<file path="src/rtl/core/ipdsc_pkg.sv">
`timescale 1ns / 1ps
// ----------------------------------------------------------------------------
// ipdsc_pkg
// Shared constants, widths, register codes and control structs of the
// incremental PD speed controller.
// ----------------------------------------------------------------------------
package ipdsc_pkg;

  // Scaling limits
  localparam longint DRIVE_MAX   = 1738;
  localparam longint COMPARE_MAX = 65500;
  localparam int     SAMPLE_BITS = 12;

  // Field widths
  localparam int SP_W   = 11;
  localparam int GAIN_W = 8;
  localparam int MEAS_W = 12;
  localparam int CMP_W  = 16;
  localparam int LVL_W  = 11;

  // Configuration port
  localparam int CFG_IDX_W  = 2;
  localparam int CFG_DATA_W = 11;
  localparam logic [CFG_IDX_W-1:0] REG_SETPOINT = 2'd0;
  localparam logic [CFG_IDX_W-1:0] REG_GAIN_P   = 2'd1;
  localparam logic [CFG_IDX_W-1:0] REG_GAIN_D   = 2'd2;
  localparam logic [GAIN_W-1:0] GAIN_P_RESET = 8'd1;
  localparam logic [GAIN_W-1:0] GAIN_D_RESET = 8'd4;

  // Input item command codes
  localparam logic CMD_SAMPLE  = 1'b0;
  localparam logic CMD_RESTART = 1'b1;

  // Arithmetic widths
  localparam int ERR_W = ((SAMPLE_BITS > SP_W) ? SAMPLE_BITS : SP_W) + 1;
  localparam int CHG_W = ERR_W + 1;
  localparam int PT_W  = ERR_W + GAIN_W + 1;
  localparam int DT_W  = CHG_W + GAIN_W + 1;
  localparam int SUM_W = DT_W + 2;
  localparam int CUR_W = LVL_W + 1;

  // Product of a scaled value and a limit, and reciprocal constants.
  // x / C is estimated as (x * floor(2^K / C)) >> K with K >= width of x;
  // the estimate is low by at most one and is fixed by one compare.
  localparam int     PROD_W    = $clog2(COMPARE_MAX * DRIVE_MAX + 1);
  localparam int     RCP_SHIFT = PROD_W;
  localparam longint RCP_CMP   = (longint'(1) << RCP_SHIFT) / COMPARE_MAX;
  localparam longint RCP_DRV   = (longint'(1) << RCP_SHIFT) / DRIVE_MAX;
  localparam int     RCP_CMP_W = $clog2(RCP_CMP + 1);
  localparam int     RCP_DRV_W = $clog2(RCP_DRV + 1);

  // Controller to datapath strobes
  typedef struct packed {
    logic load;
    logic step_err;
    logic step_est;
    logic step_fix;
    logic step_sum;
    logic step_lvl;
    logic step_est2;
    logic step_fix2;
    logic commit;
  } ipdsc_cmd_t;

  // Datapath to controller status
  typedef struct packed {
    logic out_free;
  } ipdsc_status_t;

endpackage

</file>
<file path="src/rtl/core/ipdsc_item_if.sv">
`timescale 1ns / 1ps
// ----------------------------------------------------------------------------
// ipdsc_item_if
// Request channel: command bit and measured speed sample.
// ----------------------------------------------------------------------------
interface ipdsc_item_if;
  logic                           valid;
  logic                           ready;
  logic                           cmd;
  logic [ipdsc_pkg::MEAS_W-1:0]   measured_speed;

  modport source (output valid, output cmd, output measured_speed, input ready);
  modport sink   (input valid, input cmd, input measured_speed, output ready);
endinterface

</file>
<file path="src/rtl/core/ipdsc_result_if.sv">
`timescale 1ns / 1ps
// ----------------------------------------------------------------------------
// ipdsc_result_if
// Result channel: compare value, drive level and clamp flags.
// ----------------------------------------------------------------------------
interface ipdsc_result_if;
  logic                          valid;
  logic                          ready;
  logic [ipdsc_pkg::CMP_W-1:0]   compare_value;
  logic [ipdsc_pkg::LVL_W-1:0]   drive_level;
  logic                          clamped_high;
  logic                          clamped_low;

  modport source (output valid, output compare_value, output drive_level,
                  output clamped_high, output clamped_low, input ready);
  modport sink   (input valid, input compare_value, input drive_level,
                  input clamped_high, input clamped_low, output ready);
endinterface

</file>
<file path="src/rtl/core/ipdsc_ctrl.sv">
`timescale 1ns / 1ps
// ----------------------------------------------------------------------------
// ipdsc_ctrl
// Sequencer: steps the datapath through one request at a time.
// ----------------------------------------------------------------------------
module ipdsc_ctrl (
  input  logic                     clk,
  input  logic                     rst,
  input  logic                     in_valid,
  input  logic                     in_cmd,
  output logic                     in_ready,
  input  ipdsc_pkg::ipdsc_status_t status,
  output ipdsc_pkg::ipdsc_cmd_t    ctl
);

  localparam logic [3:0] S_IDLE   = 4'd0;
  localparam logic [3:0] S_ERR    = 4'd1;
  localparam logic [3:0] S_EST    = 4'd2;
  localparam logic [3:0] S_FIX    = 4'd3;
  localparam logic [3:0] S_SUM    = 4'd4;
  localparam logic [3:0] S_LVL    = 4'd5;
  localparam logic [3:0] S_EST2   = 4'd6;
  localparam logic [3:0] S_FIX2   = 4'd7;
  localparam logic [3:0] S_COMMIT = 4'd8;

  logic [3:0] state;
  logic [3:0] state_next;

  always_ff @(posedge clk) begin
    if (rst) begin
      state <= S_IDLE;
    end else begin
      state <= state_next;
    end
  end

  always_comb begin
    state_next = state;
    ctl        = '0;
    in_ready   = 1'b0;
    unique case (state)
      S_IDLE: begin
        in_ready = 1'b1;
        if (in_valid) begin
          ctl.load   = 1'b1;
          state_next = (in_cmd == ipdsc_pkg::CMD_RESTART) ? S_LVL : S_ERR;
        end
      end
      S_ERR: begin
        ctl.step_err = 1'b1;
        state_next   = S_EST;
      end
      S_EST: begin
        ctl.step_est = 1'b1;
        state_next   = S_FIX;
      end
      S_FIX: begin
        ctl.step_fix = 1'b1;
        state_next   = S_SUM;
      end
      S_SUM: begin
        ctl.step_sum = 1'b1;
        state_next   = S_LVL;
      end
      S_LVL: begin
        ctl.step_lvl = 1'b1;
        state_next   = S_EST2;
      end
      S_EST2: begin
        ctl.step_est2 = 1'b1;
        state_next    = S_FIX2;
      end
      S_FIX2: begin
        ctl.step_fix2 = 1'b1;
        state_next    = S_COMMIT;
      end
      S_COMMIT: begin
        if (status.out_free) begin
          ctl.commit = 1'b1;
          state_next = S_IDLE;
        end
      end
      default: begin
        state_next = S_IDLE;
      end
    endcase
  end

  a_accept_starts: assert property (@(posedge clk) disable iff (rst)
    (in_valid && in_ready) |=> (state == S_ERR || state == S_LVL))
    else $error("accepted request did not start the sequence");

  a_commit_free: assert property (@(posedge clk) disable iff (rst)
    ctl.commit |-> status.out_free)
    else $error("result committed into a full output register");

endmodule

</file>
<file path="src/rtl/core/ipdsc_dp.sv">
`timescale 1ns / 1ps
// ----------------------------------------------------------------------------
// ipdsc_dp
// Datapath: config registers, error terms, constant scaling, clamp and
// output register.
// ----------------------------------------------------------------------------
module ipdsc_dp (
  input  logic                                clk,
  input  logic                                rst,
  input  logic                                wr_en,
  input  logic [ipdsc_pkg::CFG_IDX_W-1:0]     wr_index,
  input  logic [ipdsc_pkg::CFG_DATA_W-1:0]    wr_data,
  input  logic                                in_cmd,
  input  logic [ipdsc_pkg::MEAS_W-1:0]        in_meas,
  input  ipdsc_pkg::ipdsc_cmd_t               ctl,
  output ipdsc_pkg::ipdsc_status_t            status,
  input  logic                                out_ready,
  output logic                                out_valid,
  output logic [ipdsc_pkg::CMP_W-1:0]         out_compare,
  output logic [ipdsc_pkg::LVL_W-1:0]         out_level,
  output logic                                out_high,
  output logic                                out_low
);

  localparam int PROD_W = ipdsc_pkg::PROD_W;
  localparam int ERR_W  = ipdsc_pkg::ERR_W;
  localparam int CHG_W  = ipdsc_pkg::CHG_W;
  localparam int SUM_W  = ipdsc_pkg::SUM_W;
  localparam int CUR_W  = ipdsc_pkg::CUR_W;
  localparam int LVL_W  = ipdsc_pkg::LVL_W;
  localparam int CMP_W  = ipdsc_pkg::CMP_W;
  localparam int SP_W   = ipdsc_pkg::SP_W;
  localparam int SB     = ipdsc_pkg::SAMPLE_BITS;
  localparam int EST_W  = PROD_W + ipdsc_pkg::RCP_CMP_W;
  localparam int EST2_W = PROD_W + ipdsc_pkg::RCP_DRV_W;

  // Config registers
  logic [SP_W-1:0]              setpoint;
  logic [ipdsc_pkg::GAIN_W-1:0] gain_p;
  logic [ipdsc_pkg::GAIN_W-1:0] gain_d;

  // Controller state held across requests
  logic signed [ERR_W-1:0] prev_error;
  logic [CMP_W-1:0]        duty;

  // Working registers
  logic                           restart;
  logic [SB-1:0]                  meas;
  logic signed [ERR_W-1:0]        err;
  logic signed [CHG_W-1:0]        chg;
  logic [PROD_W-1:0]              prod;
  logic [CUR_W-1:0]               q0;
  logic [PROD_W-1:0]              rem;
  logic signed [ipdsc_pkg::PT_W-1:0] pterm;
  logic signed [ipdsc_pkg::DT_W-1:0] dterm;
  logic signed [SUM_W-1:0]        sum;
  logic [LVL_W-1:0]               level;
  logic                           hi;
  logic                           lo;
  logic [PROD_W-1:0]              lprod;
  logic [CMP_W-1:0]               q1;
  logic [PROD_W-1:0]              rem2;

  // Combinational terms
  logic signed [ERR_W-1:0] err_next;
  logic signed [CHG_W-1:0] chg_next;
  logic [EST_W-1:0]        est_full;
  logic [EST2_W-1:0]       est2_full;
  logic [CUR_W-1:0]        cur;
  logic [LVL_W-1:0]        level_next;
  logic                    hi_next;
  logic                    lo_next;
  logic [CMP_W-1:0]        duty_next;

  assign err_next = $signed(ERR_W'(setpoint)) - $signed(ERR_W'(meas));
  assign chg_next = CHG_W'(err_next) - CHG_W'(prev_error);

  assign est_full  = EST_W'(prod) * EST_W'(ipdsc_pkg::RCP_CMP);
  assign est2_full = EST2_W'(lprod) * EST2_W'(ipdsc_pkg::RCP_DRV);

  assign cur = q0 + CUR_W'(rem >= PROD_W'(ipdsc_pkg::COMPARE_MAX));

  assign duty_next = q1 + CMP_W'(rem2 >= PROD_W'(ipdsc_pkg::DRIVE_MAX));

  always_comb begin
    level_next = '0;
    hi_next    = 1'b0;
    lo_next    = 1'b0;
    if (restart) begin
      if (SP_W'(setpoint) > SP_W'(ipdsc_pkg::DRIVE_MAX)) begin
        level_next = LVL_W'(ipdsc_pkg::DRIVE_MAX);
        hi_next    = 1'b1;
      end else begin
        level_next = LVL_W'(setpoint);
      end
    end else begin
      priority if (sum > $signed(SUM_W'(ipdsc_pkg::DRIVE_MAX))) begin
        level_next = LVL_W'(ipdsc_pkg::DRIVE_MAX);
        hi_next    = 1'b1;
      end else if (sum[SUM_W-1]) begin
        lo_next = 1'b1;
      end else begin
        level_next = sum[LVL_W-1:0];
      end
    end
  end

  // Configuration writes; indexes beyond the list are dropped
  always_ff @(posedge clk) begin
    if (rst) begin
      setpoint <= '0;
      gain_p   <= ipdsc_pkg::GAIN_P_RESET;
      gain_d   <= ipdsc_pkg::GAIN_D_RESET;
    end else if (wr_en) begin
      unique case (wr_index)
        ipdsc_pkg::REG_SETPOINT: setpoint <= wr_data[SP_W-1:0];
        ipdsc_pkg::REG_GAIN_P:   gain_p   <= wr_data[ipdsc_pkg::GAIN_W-1:0];
        ipdsc_pkg::REG_GAIN_D:   gain_d   <= wr_data[ipdsc_pkg::GAIN_W-1:0];
        default: ;
      endcase
    end
  end

  always_ff @(posedge clk) begin
    if (rst) begin
      prev_error <= '0;
      duty       <= '0;
    end else begin
      if (ctl.step_lvl && !restart) begin
        prev_error <= err;
      end
      if (ctl.commit) begin
        duty <= duty_next;
      end
    end
  end

  // Working pipeline of the sequence
  always_ff @(posedge clk) begin
    if (ctl.load) begin
      restart <= (in_cmd == ipdsc_pkg::CMD_RESTART);
      meas    <= in_meas[SB-1:0];
    end
    if (ctl.step_err) begin
      err  <= err_next;
      chg  <= chg_next;
      prod <= PROD_W'(duty) * PROD_W'(ipdsc_pkg::DRIVE_MAX);
    end
    if (ctl.step_est) begin
      q0    <= est_full[ipdsc_pkg::RCP_SHIFT +: CUR_W];
      pterm <= err * $signed({1'b0, gain_p});
    end
    if (ctl.step_fix) begin
      rem   <= prod - PROD_W'(q0) * PROD_W'(ipdsc_pkg::COMPARE_MAX);
      dterm <= chg * $signed({1'b0, gain_d});
    end
    if (ctl.step_sum) begin
      sum <= SUM_W'(pterm) + SUM_W'(dterm) + $signed(SUM_W'(cur));
    end
    if (ctl.step_lvl) begin
      level <= level_next;
      hi    <= hi_next;
      lo    <= lo_next;
      lprod <= PROD_W'(level_next) * PROD_W'(ipdsc_pkg::COMPARE_MAX);
    end
    if (ctl.step_est2) begin
      q1 <= est2_full[ipdsc_pkg::RCP_SHIFT +: CMP_W];
    end
    if (ctl.step_fix2) begin
      rem2 <= lprod - PROD_W'(q1) * PROD_W'(ipdsc_pkg::DRIVE_MAX);
    end
  end

  // Output register
  always_ff @(posedge clk) begin
    if (rst) begin
      out_valid <= 1'b0;
    end else if (ctl.commit) begin
      out_valid <= 1'b1;
    end else if (out_ready) begin
      out_valid <= 1'b0;
    end
  end

  always_ff @(posedge clk) begin
    if (ctl.commit) begin
      out_compare <= duty_next;
      out_level   <= level;
      out_high    <= hi;
      out_low     <= lo;
    end
  end

  assign status.out_free = !out_valid || out_ready;

  a_level_range: assert property (@(posedge clk) disable iff (rst)
    out_valid |-> (out_level <= LVL_W'(ipdsc_pkg::DRIVE_MAX)))
    else $error("drive level above limit");

  a_flags_excl: assert property (@(posedge clk) disable iff (rst)
    out_valid |-> !(out_high && out_low))
    else $error("both clamp flags set");

  a_duty_match: assert property (@(posedge clk) disable iff (rst)
    ctl.commit |=> (duty == out_compare))
    else $error("stored compare value differs from result");

endmodule

</file>
<file path="src/rtl/core/incremental_pd_speed_controller_core.sv">
`timescale 1ns / 1ps
// ----------------------------------------------------------------------------
// incremental_pd_speed_controller_core
// Incremental PD speed controller with clamped drive level and PWM compare
// scaling.
// ----------------------------------------------------------------------------
// Sequence: a sample request steps through error, estimate, fix, sum,
//   clamp, second estimate, second fix and commit; a restart request
//   skips straight to the clamp step. Commit waits while the output
//   register is full. The sequencer steps one shared datapath through
//   error, two reciprocal scalings and the clamp, one request at a time.
// Reset: synchronous, active high; clears previous error and compare value,
//   loads setpoint 0, gain_p 1, gain_d 4, and empties the output register.
// ----------------------------------------------------------------------------
module incremental_pd_speed_controller_core (
  input  logic                              clk,
  input  logic                              rst,
  // Configuration write port
  input  logic                              wr_en,
  input  logic [ipdsc_pkg::CFG_IDX_W-1:0]   wr_index,
  input  logic [ipdsc_pkg::CFG_DATA_W-1:0]  wr_data,
  // Request and result channels
  ipdsc_item_if.sink                        item,
  ipdsc_result_if.source                    result
);

  // Strobes from the sequencer, status back from the datapath
  ipdsc_pkg::ipdsc_cmd_t    ctl;
  ipdsc_pkg::ipdsc_status_t status;

  // Sequencer: takes a request only when idle, then walks the datapath
  // through its steps; a restart request skips straight to the clamp step.
  // It holds in the commit step while the output register is still full.
  ipdsc_ctrl u_ctrl (
    .clk      (clk),
    .rst      (rst),
    .in_valid (item.valid),
    .in_cmd   (item.cmd),
    .in_ready (item.ready),
    .status   (status),
    .ctl      (ctl)
  );

  // Datapath: registers, arithmetic and the output register. The output
  // register parts the result side from the sequencer, so a new request
  // is taken while the previous result still waits downstream.
  ipdsc_dp u_dp (
    .clk         (clk),
    .rst         (rst),
    .wr_en       (wr_en),
    .wr_index    (wr_index),
    .wr_data     (wr_data),
    .in_cmd      (item.cmd),
    .in_meas     (item.measured_speed),
    .ctl         (ctl),
    .status      (status),
    .out_ready   (result.ready),
    .out_valid   (result.valid),
    .out_compare (result.compare_value),
    .out_level   (result.drive_level),
    .out_high    (result.clamped_high),
    .out_low     (result.clamped_low)
  );

endmodule

</file>
<file path="src/flat_wrapper.sv">
// flat-port wrapper written by rule: the top's interface ports become plain ports
module incremental_pd_speed_controller_core_flat 
  (clk, rst, wr_en, wr_index, wr_data, item_valid, item_cmd, item_measured_speed, item_ready, result_valid, result_compare_value, result_drive_level, result_clamped_high, result_clamped_low, result_ready);
  ipdsc_item_if item_i ();
  ipdsc_result_if result_i ();
  input  logic clk;
  input  logic rst;
  input  logic wr_en;
  input  logic [ipdsc_pkg::CFG_IDX_W-1:0] wr_index;
  input  logic [ipdsc_pkg::CFG_DATA_W-1:0] wr_data;
  input wire logic [$bits(item_i.valid)-1:0] item_valid;
  input wire logic [$bits(item_i.cmd)-1:0] item_cmd;
  input wire logic [$bits(item_i.measured_speed)-1:0] item_measured_speed;
  output wire logic [$bits(item_i.ready)-1:0] item_ready;
  output wire logic [$bits(result_i.valid)-1:0] result_valid;
  output wire logic [$bits(result_i.compare_value)-1:0] result_compare_value;
  output wire logic [$bits(result_i.drive_level)-1:0] result_drive_level;
  output wire logic [$bits(result_i.clamped_high)-1:0] result_clamped_high;
  output wire logic [$bits(result_i.clamped_low)-1:0] result_clamped_low;
  input wire logic [$bits(result_i.ready)-1:0] result_ready;
  assign item_i.valid = item_valid;
  assign item_i.cmd = item_cmd;
  assign item_i.measured_speed = item_measured_speed;
  assign item_ready = item_i.ready;
  assign result_valid = result_i.valid;
  assign result_compare_value = result_i.compare_value;
  assign result_drive_level = result_i.drive_level;
  assign result_clamped_high = result_i.clamped_high;
  assign result_clamped_low = result_i.clamped_low;
  assign result_i.ready = result_ready;
  incremental_pd_speed_controller_core u_core (.clk(clk), .rst(rst), .wr_en(wr_en), .wr_index(wr_index), .wr_data(wr_data), .item(item_i), .result(result_i));
endmodule
</file>
<file path="config.mk">
export PLATFORM = sky130hd
export DESIGN_NAME = incremental_pd_speed_controller_core_flat
export DESIGN_NICKNAME = d
export VERILOG_FILES = /design/src/rtl/core/ipdsc_pkg.sv /design/src/rtl/core/ipdsc_item_if.sv /design/src/rtl/core/ipdsc_result_if.sv /design/src/rtl/core/ipdsc_ctrl.sv /design/src/rtl/core/ipdsc_dp.sv /design/src/rtl/core/incremental_pd_speed_controller_core.sv /design/src/flat_wrapper.sv
export SDC_FILE = /design/constraint.sdc
export NUM_CORES = 2
export LEC_CHECK = 0
export ABC_AREA = 1
export BUFFER_PORTS_ARGS = -buffer_cell sky130_fd_sc_hd__buf_2
export CAP_MARGIN = 20
export CORE_MARGIN = 5
export CORE_UTILIZATION = 60
export DETAILED_ROUTE_END_ITERATION = 7
export GPL_ROUTABILITY_DRIVEN = 0
export PLACE_DENSITY = 0.76
export SLEW_MARGIN = 20
export SYNTH_ARGS = -nofsm -noshare
export SYNTH_HDL_FRONTEND = slang
export SYNTH_SLANG_ARGS = --single-unit
</file>
<file path="constraint.sdc">
create_clock -name clk -period 13.6 [get_ports clk]
set_input_delay 2.04 -clock clk [delete_from_list [all_inputs] [get_ports clk]]
set_output_delay 2.04 -clock clk [all_outputs]
set_load 0.02 [all_outputs]
</file>
=== Yosys cells after proc, flatten, opt, wreduce, memory -nomap -nowiden ===
Cells that the tools add are included.

* Word-level logic and storage cells: 97
* Input port bits: 31
* Output and inout port bits: 31
* Flip-flop bits (word level): 346

* $mul: 8
* Equal/unequal tests: 12
* Add/subtract/negate cells: 8
* $lt $le $gt $ge: 4
* Reductions and logical operators: 12
* Mux-type cells: 26

{| class="wikitable"
|+ Operators by type and width
! operator !! number
|-
| 27-bit subtractor || 2
|-
| 16-bit by 10-bit multiplier with 26-bit output, second input constant || 2
|-
| 11-bit 2-to-1 mux || 4
|-
| 25-bit by 17-bit multiplier with 41-bit output, second input constant || 1
|-
| 26-bit by 12-bit multiplier with 38-bit output, second input constant || 1
|-
| 4-bit one-hot mux with 9 select lines || 1
|-
| 27-bit by 11-bit greater-or-equal comparator with 1-bit output, second input constant || 1
|-
| 27-bit by 16-bit greater-or-equal comparator with 1-bit output, second input constant || 1
|-
| 24-bit by 13-bit adder with 25-bit output || 1
|-
| 25-bit by 12-bit greater-than comparator with 1-bit output, second input constant || 1
|-
| 11-bit by 14-bit multiplier with 25-bit output, second input constant || 1
|-
| 12-bit by 14-bit multiplier with 25-bit output, second input constant || 1
|-
| 22-bit by 23-bit adder with 24-bit output || 1
|-
| 14-bit by 9-bit multiplier with 23-bit output || 1
|-
| 13-bit by 9-bit multiplier with 22-bit output || 1
|-
| 1-bit 2-to-1 mux || 18
|-
| 16-bit by 1-bit adder with 16-bit output || 1
|-
| 4-bit by 3-bit equality test with 1-bit output, second input constant || 4
|-
| 13-bit by 13-bit subtractor with 14-bit output || 1
|-
| 11-bit by 12-bit subtractor with 13-bit output || 1
|-
| 12-bit by 1-bit adder with 12-bit output || 1
|-
| 11-bit greater-than comparator, second input constant || 1
|-
| 4-bit by 2-bit equality test with 1-bit output, second input constant || 2
|-
| 4-bit 2-to-1 mux || 2
|-
| other kinds (15) || 19
|}

=== Depth between registers and ports, before layout ===
* Word-level depth: 5
* Mapped depth: 33
* Depth with buffers taken out: 33

=== Cells and area by module ===
Synthesis repeated with hierarchy kept, for this count alone.

* Cell total of the unflattened synthesis: 5,513
* Area total of the unflattened synthesis: 47,554.4 µm²

{| class="wikitable"
|+ By module, submodules not included
! module !! cells each !! seq. area each (µm²) !! area each (µm²) !! times used
|-
| ipdsc_dp || 5,461 || 9,579.2 || 47,264.1 || 1
|-
| ipdsc_ctrl || 52 || 80.1 || 290.3 || 1
|}

=== Worst setup path before layout ===
No wires, ideal clock.

* Path type: register -> register
* Start point: reg u_core.u_dp.q0[9]
* End point: reg u_core.u_dp.rem[23] (data pin)
* Path buffers: 0
* Cell stages (with the launch flop): 22
* Arrival time: 5.727 ns
* Setup slack: 7.614 ns
* Clock period less this slack: 5.986 ns
* Cells stage by stage: edfxtp_1 fa_1 inv_1 fa_1 inv_1 fa_1 fa_1 fa_1 ha_1 a21oi_1 o21ai_0 a21oi_1 o21ai_1 nand3_1 nand2_1 xnor2_1 ha_1 nand2_1 nor4_1 nand3_1 nand3_1 xor2_1

* Cells in the longest elaborated chain, start to end: 2

{| class="wikitable"
|+ RTL lines
! what !! RTL line !! source
|-
| start, declared || ipdsc_dp.sv:52 || <nowiki>logic [CUR_W-1:0] q0;</nowiki>
|-
| start signal, assigned || ipdsc_dp.sv:150 || <nowiki>q0 <= est_full[ipdsc_pkg::RCP_SHIFT +: CUR_W];</nowiki>
|-
| 12-bit by 14-bit multiplier with 25-bit output || ipdsc_dp.sv:154 || <nowiki>rem <= prod - PROD_W'(q0) * PROD_W'(ipdsc_pkg::COMPARE_MAX);</nowiki>
|-
| 27-bit subtractor || ipdsc_dp.sv:154 ||
|-
| end signal, assigned || ipdsc_dp.sv:154 ||
|-
| end, declared || ipdsc_dp.sv:53 || <nowiki>logic [PROD_W-1:0] rem;</nowiki>
|}

No other way between the ends.
A chain may end at the register's enable or synchronous reset.

=== Worst setup path after layout ===
* Start point: reg u_core.u_dp.sum[21]
* End point: reg u_core.u_dp.lprod[24] (data pin)

* Cells in the longest elaborated chain, start to end: 4

{| class="wikitable"
|+ RTL lines
! what !! RTL line !! source
|-
| start, declared || ipdsc_dp.sv:56 || <nowiki>logic signed [SUM_W-1:0] sum;</nowiki>
|-
| start signal, assigned || ipdsc_dp.sv:158 || <nowiki>sum <= SUM_W'(pterm) + SUM_W'(dterm) + $signed(SUM_W'(cur));</nowiki>
|-
| 25-bit by 12-bit greater-than comparator with 1-bit output || ipdsc_dp.sv:97 || <nowiki>priority if (sum > $signed(SUM_W'(ipdsc_pkg::DRIVE_MAX))) begin</nowiki>
|-
| 11-bit 2-to-1 mux || ipdsc_dp.sv:97 ||
|-
| 11-bit 2-to-1 mux || ipdsc_dp.sv:89 || <nowiki>if (restart) begin</nowiki>
|-
| 11-bit by 14-bit multiplier with 25-bit output || ipdsc_dp.sv:164 || <nowiki>lprod <= PROD_W'(level_next) * PROD_W'(ipdsc_pkg::COMPARE_MAX);</nowiki>
|-
| end signal, assigned || ipdsc_dp.sv:164 ||
|-
| end, declared || ipdsc_dp.sv:60 || <nowiki>logic [PROD_W-1:0] lprod;</nowiki>
|}

No other way between the ends.

==> impl_results.md <==
- Core ar.: between 70000 and 80000 um^2
- HPWL after detailed placement: 91.9 mm
- Tcrit/Tclk final: about half
- Cell area after synthesis: around 47000 um^2
- Critical path's largest stage delay: 0.79 ns
- DR WL/cell: about 17 um
- Num CTS Buffers: 42
- Grt ovf: 0
- Row cnt: 102
- First-pass GRT wire length: 182 mm
- Yosys Warn Count: 0
- Min-Delay Startpoint: u_core.u_dp.level[8]
- Max Fanout on Critical Path: 7
- Setup WS pre-CTS: 6.81 ns
- Clock slew seen by the registers of the worst setup and hold paths: 0.06 ns
- Synth top area share: 24.3%
- Synth area leader: fa_1
- Startpoint Class: register
- Vias in the first global route: about 36000
- CP Capture Type: register
- Slew Limit Fails: 0
- WP data arrival: 7.27 ns
- CTS Hold Bufs: 0
- Largest net degree at the start of global routing: 54
- Register area share after synthesis: 20.7%
- Min Tclk post-route: 6.95 ns
- Status: finished clean
- Initial antenna violation count: 5
- Initial DRC Count: ~2300
- PortBufs: 61
- Worst r2r src: u_core.u_dp.sum[21]
- Hold endpoint: u_core.u_dp.out_level[8]
- Vias: 35000
- Drt first pass iters: 6
- Unrepaired setup endpoints after global routing: no
- Max clock buf depth: 3
- Layout Nets: between 6000 and 7000
- Dominant synthesized flop cell: edfxtp_1
- F_max: 0.144 GHz
- Avg Cell Area, Syn: 8.85 um^2
- TNS Setup: 0 ns
- Via/cell ratio: between 5 and 6
- Post-Syn Nets: between 6000 and 7000
- Skew-Pair Late Insertion Delay: 0.59 ns
- CTS tree: done
- Reg-to-reg setup timing slack: 6.65 ns
- Post-CTS Setup Bufs: 0
- H-tree depth: 2
- Die H: 289 um
- DRC viols: 0
- Area growth from synthesis to layout: 6.24%
- DIE WIDTH: 289 um
- Crit path top cell by count: inv_1
- Synth unique cells: 53
- Ranking of synthesized cells by area: fa_1, ha_1, edfxtp_1
- Hold Path Class: reg2reg
- Final Hold Vio Count: 0
- Initial core utilization: 60.4%
- Skew final: ~0.032 ns
- Total GRT Usage: ~27%
- CTS resizes: 0
- #FFs+latches synth: 342
- CP bufs+invs: 7
- CP top delay family: adder cells
- Final worst slack: 6.65 ns
- Slew @ Worst Pin: 0.989 ns
- Worst slew margin: 33.9%
- Post-synth EDFFs: ~280
- IO Count: 62
- Post-route insts no fill: 6420
- Crit Path Class: reg2reg
- Hold Crit Depth: 0
- Die Area: 83600 um^2
- Clock tree root buffer cell: clkbuf_16
- Max-cap violation count: 0
- Post-synthesis cell count: 5284
- Post-route ant nets: 0
- Async S/R FF share, synth: 0%
- Worst R2R Path Depth: 26
- Placed Cells: 6340
- # clock sinks: 342
- Final setup fails: 0
- Reg2reg end: u_core.u_dp.lprod[24]
- Detailed-route wire length: 110 mm
- Critical Path RT: around 14 ns
- Share of layout cells above drive strength 1: 4.15%
- Slowest CP cell: fa_1
-- metal layers --
metal	GRT usage [%]	vias up	share of wire [%]
li1	-	16800	-
met5	0	-	0
met1	36.3	16800	42
met4	7.42	0	3.0
met2	45.4	1194	47
met3	4.83	229	7.7
-- through the flow --
stage / instance area, um^2 / util, % / hold slack [ns]
global placement: 48300 / 62.4 / 0.406
global route: 49700 / 64.2 / 0.435
detailed placement: 48300 / 62.4 / 0.407
floorplan: 46700 / - / 0.400
finish: 49700 / 64.2 / 0.423
CTS: 49700 / 64.2 / 0.420
-- synthesized netlist by cell type (all sizes together) (47+ instances only) --
master and count:
a21oi 314, clkbuf 53, dfxtp 61, edfxtp 281
fa 568, ha 691, inv 1361, nand2 781
nand3 149, nor2 275, nor3 47, o21ai 191
xnor2 94, xor2 174
-- registers in the layout (all words and copies together) (netlist names), 4 cells and up --
register / flops
u_core.u_dp.dterm: 23
u_core.u_dp.prev_error: 13
u_core.u_dp.out_compare: 16
u_core.u_dp.lprod: 24
u_core.u_dp.pterm: 22
u_core.u_dp.level: 11
u_core.u_dp.err: 13
u_core.u_dp.chg: 14
u_core.u_dp.q0: 12
u_core.u_dp.rem: 25
u_core.u_dp.duty: 16
u_core.u_dp.meas: 12
u_core.u_dp.prod: 26
u_core.u_dp.sum: 25
u_core.u_ctrl.state: 4
u_core.u_dp.q1: 16
u_core.u_dp.out_level: 11
u_core.u_dp.gain_d: 8
u_core.u_dp.setpoint: 11
u_core.u_dp.gain_p: 8
u_core.u_dp.rem2: 26
-- layout make-up --
type,instances,area [um^2]
diodes,2,5.00
clock buffers,53,1090
clock inverters,25,314
fillers,6337,27700
inverters,1363,5120
multi-input cells,3524,31800
flip-flops and latches,342,9660
well taps,1040,1300
repair buffers,71,380
-- worst max path at each step --
stage | start | to | slack [ns] | cells past startpoint
floorplan | u_core.u_dp.q0[9] | u_core.u_dp.rem[23] | 7.61 | 21
global placement | u_core.u_dp.sum[21] | u_core.u_dp.lprod[24] | 6.96 | 26
detailed placement | u_core.u_dp.sum[21] | u_core.u_dp.lprod[24] | 6.81 | 26
CTS | u_core.u_dp.sum[21] | u_core.u_dp.lprod[24] | 6.72 | 26
global route | u_core.u_dp.sum[21] | u_core.u_dp.lprod[24] | 6.23 | 26
finish | u_core.u_dp.sum[21] | u_core.u_dp.lprod[24] | 6.65 | 26
-- cells by family (layout without fill, tap and decap cells) --
group	Yosys count	in the layout	synth area share, %
fa+ha+maj	1259	1259	42.8
flops	342	342	20.7
other cells	0	2	0
xor+xnor	268	268	5.04
simple gates	1341	1341	12.0
buf+inv	1418	1512	11.4
compound gates	656	656	8.03
-- worst register-to-register path, stage by stage (launching register included) --
cell      delay (ns)
edfxtp_1        0.37
nor3_1          0.19
nand3_1         0.09
nor2_1          0.34
nand2_1         0.13
nand2_1         0.11
nand2_1         0.12
inv_1           0.20
a31oi_1         0.24
fa_1            0.79
inv_1           0.15
fa_1            0.61
inv_1           0.13
fa_1            0.55
inv_1           0.06
fa_1            0.54
inv_1           0.06
fa_1            0.53
inv_1           0.04
ha_1            0.35
inv_1           0.11
o21bai_1        0.09
a31oi_1         0.21
nand3_1         0.15
a21oi_1         0.26
o21ai_1         0.12
xor2_1          0.15
-- placed cells by master, fill, tap and decap left out, types with 25 or more instances in the layout --
cell / n
inv_1: 1350
nand2_1: 767
ha_1: 691
fa_1: 568
a21oi_1: 299
edfxtp_1: 281
nor2_1: 256
xor2_1: 174
o21ai_0: 161
nand3_1: 148
xnor2_1: 93
buf_2: 61
dfxtp_1: 61
nor3_1: 45
clkbuf_16: 42
nand4_1: 39
a21o_1: 33
o21bai_1: 28
nor4_1: 25
Power is not shown: default switching activity piles up to over one toggle a cycle in this logic, so the estimate is an artifact.
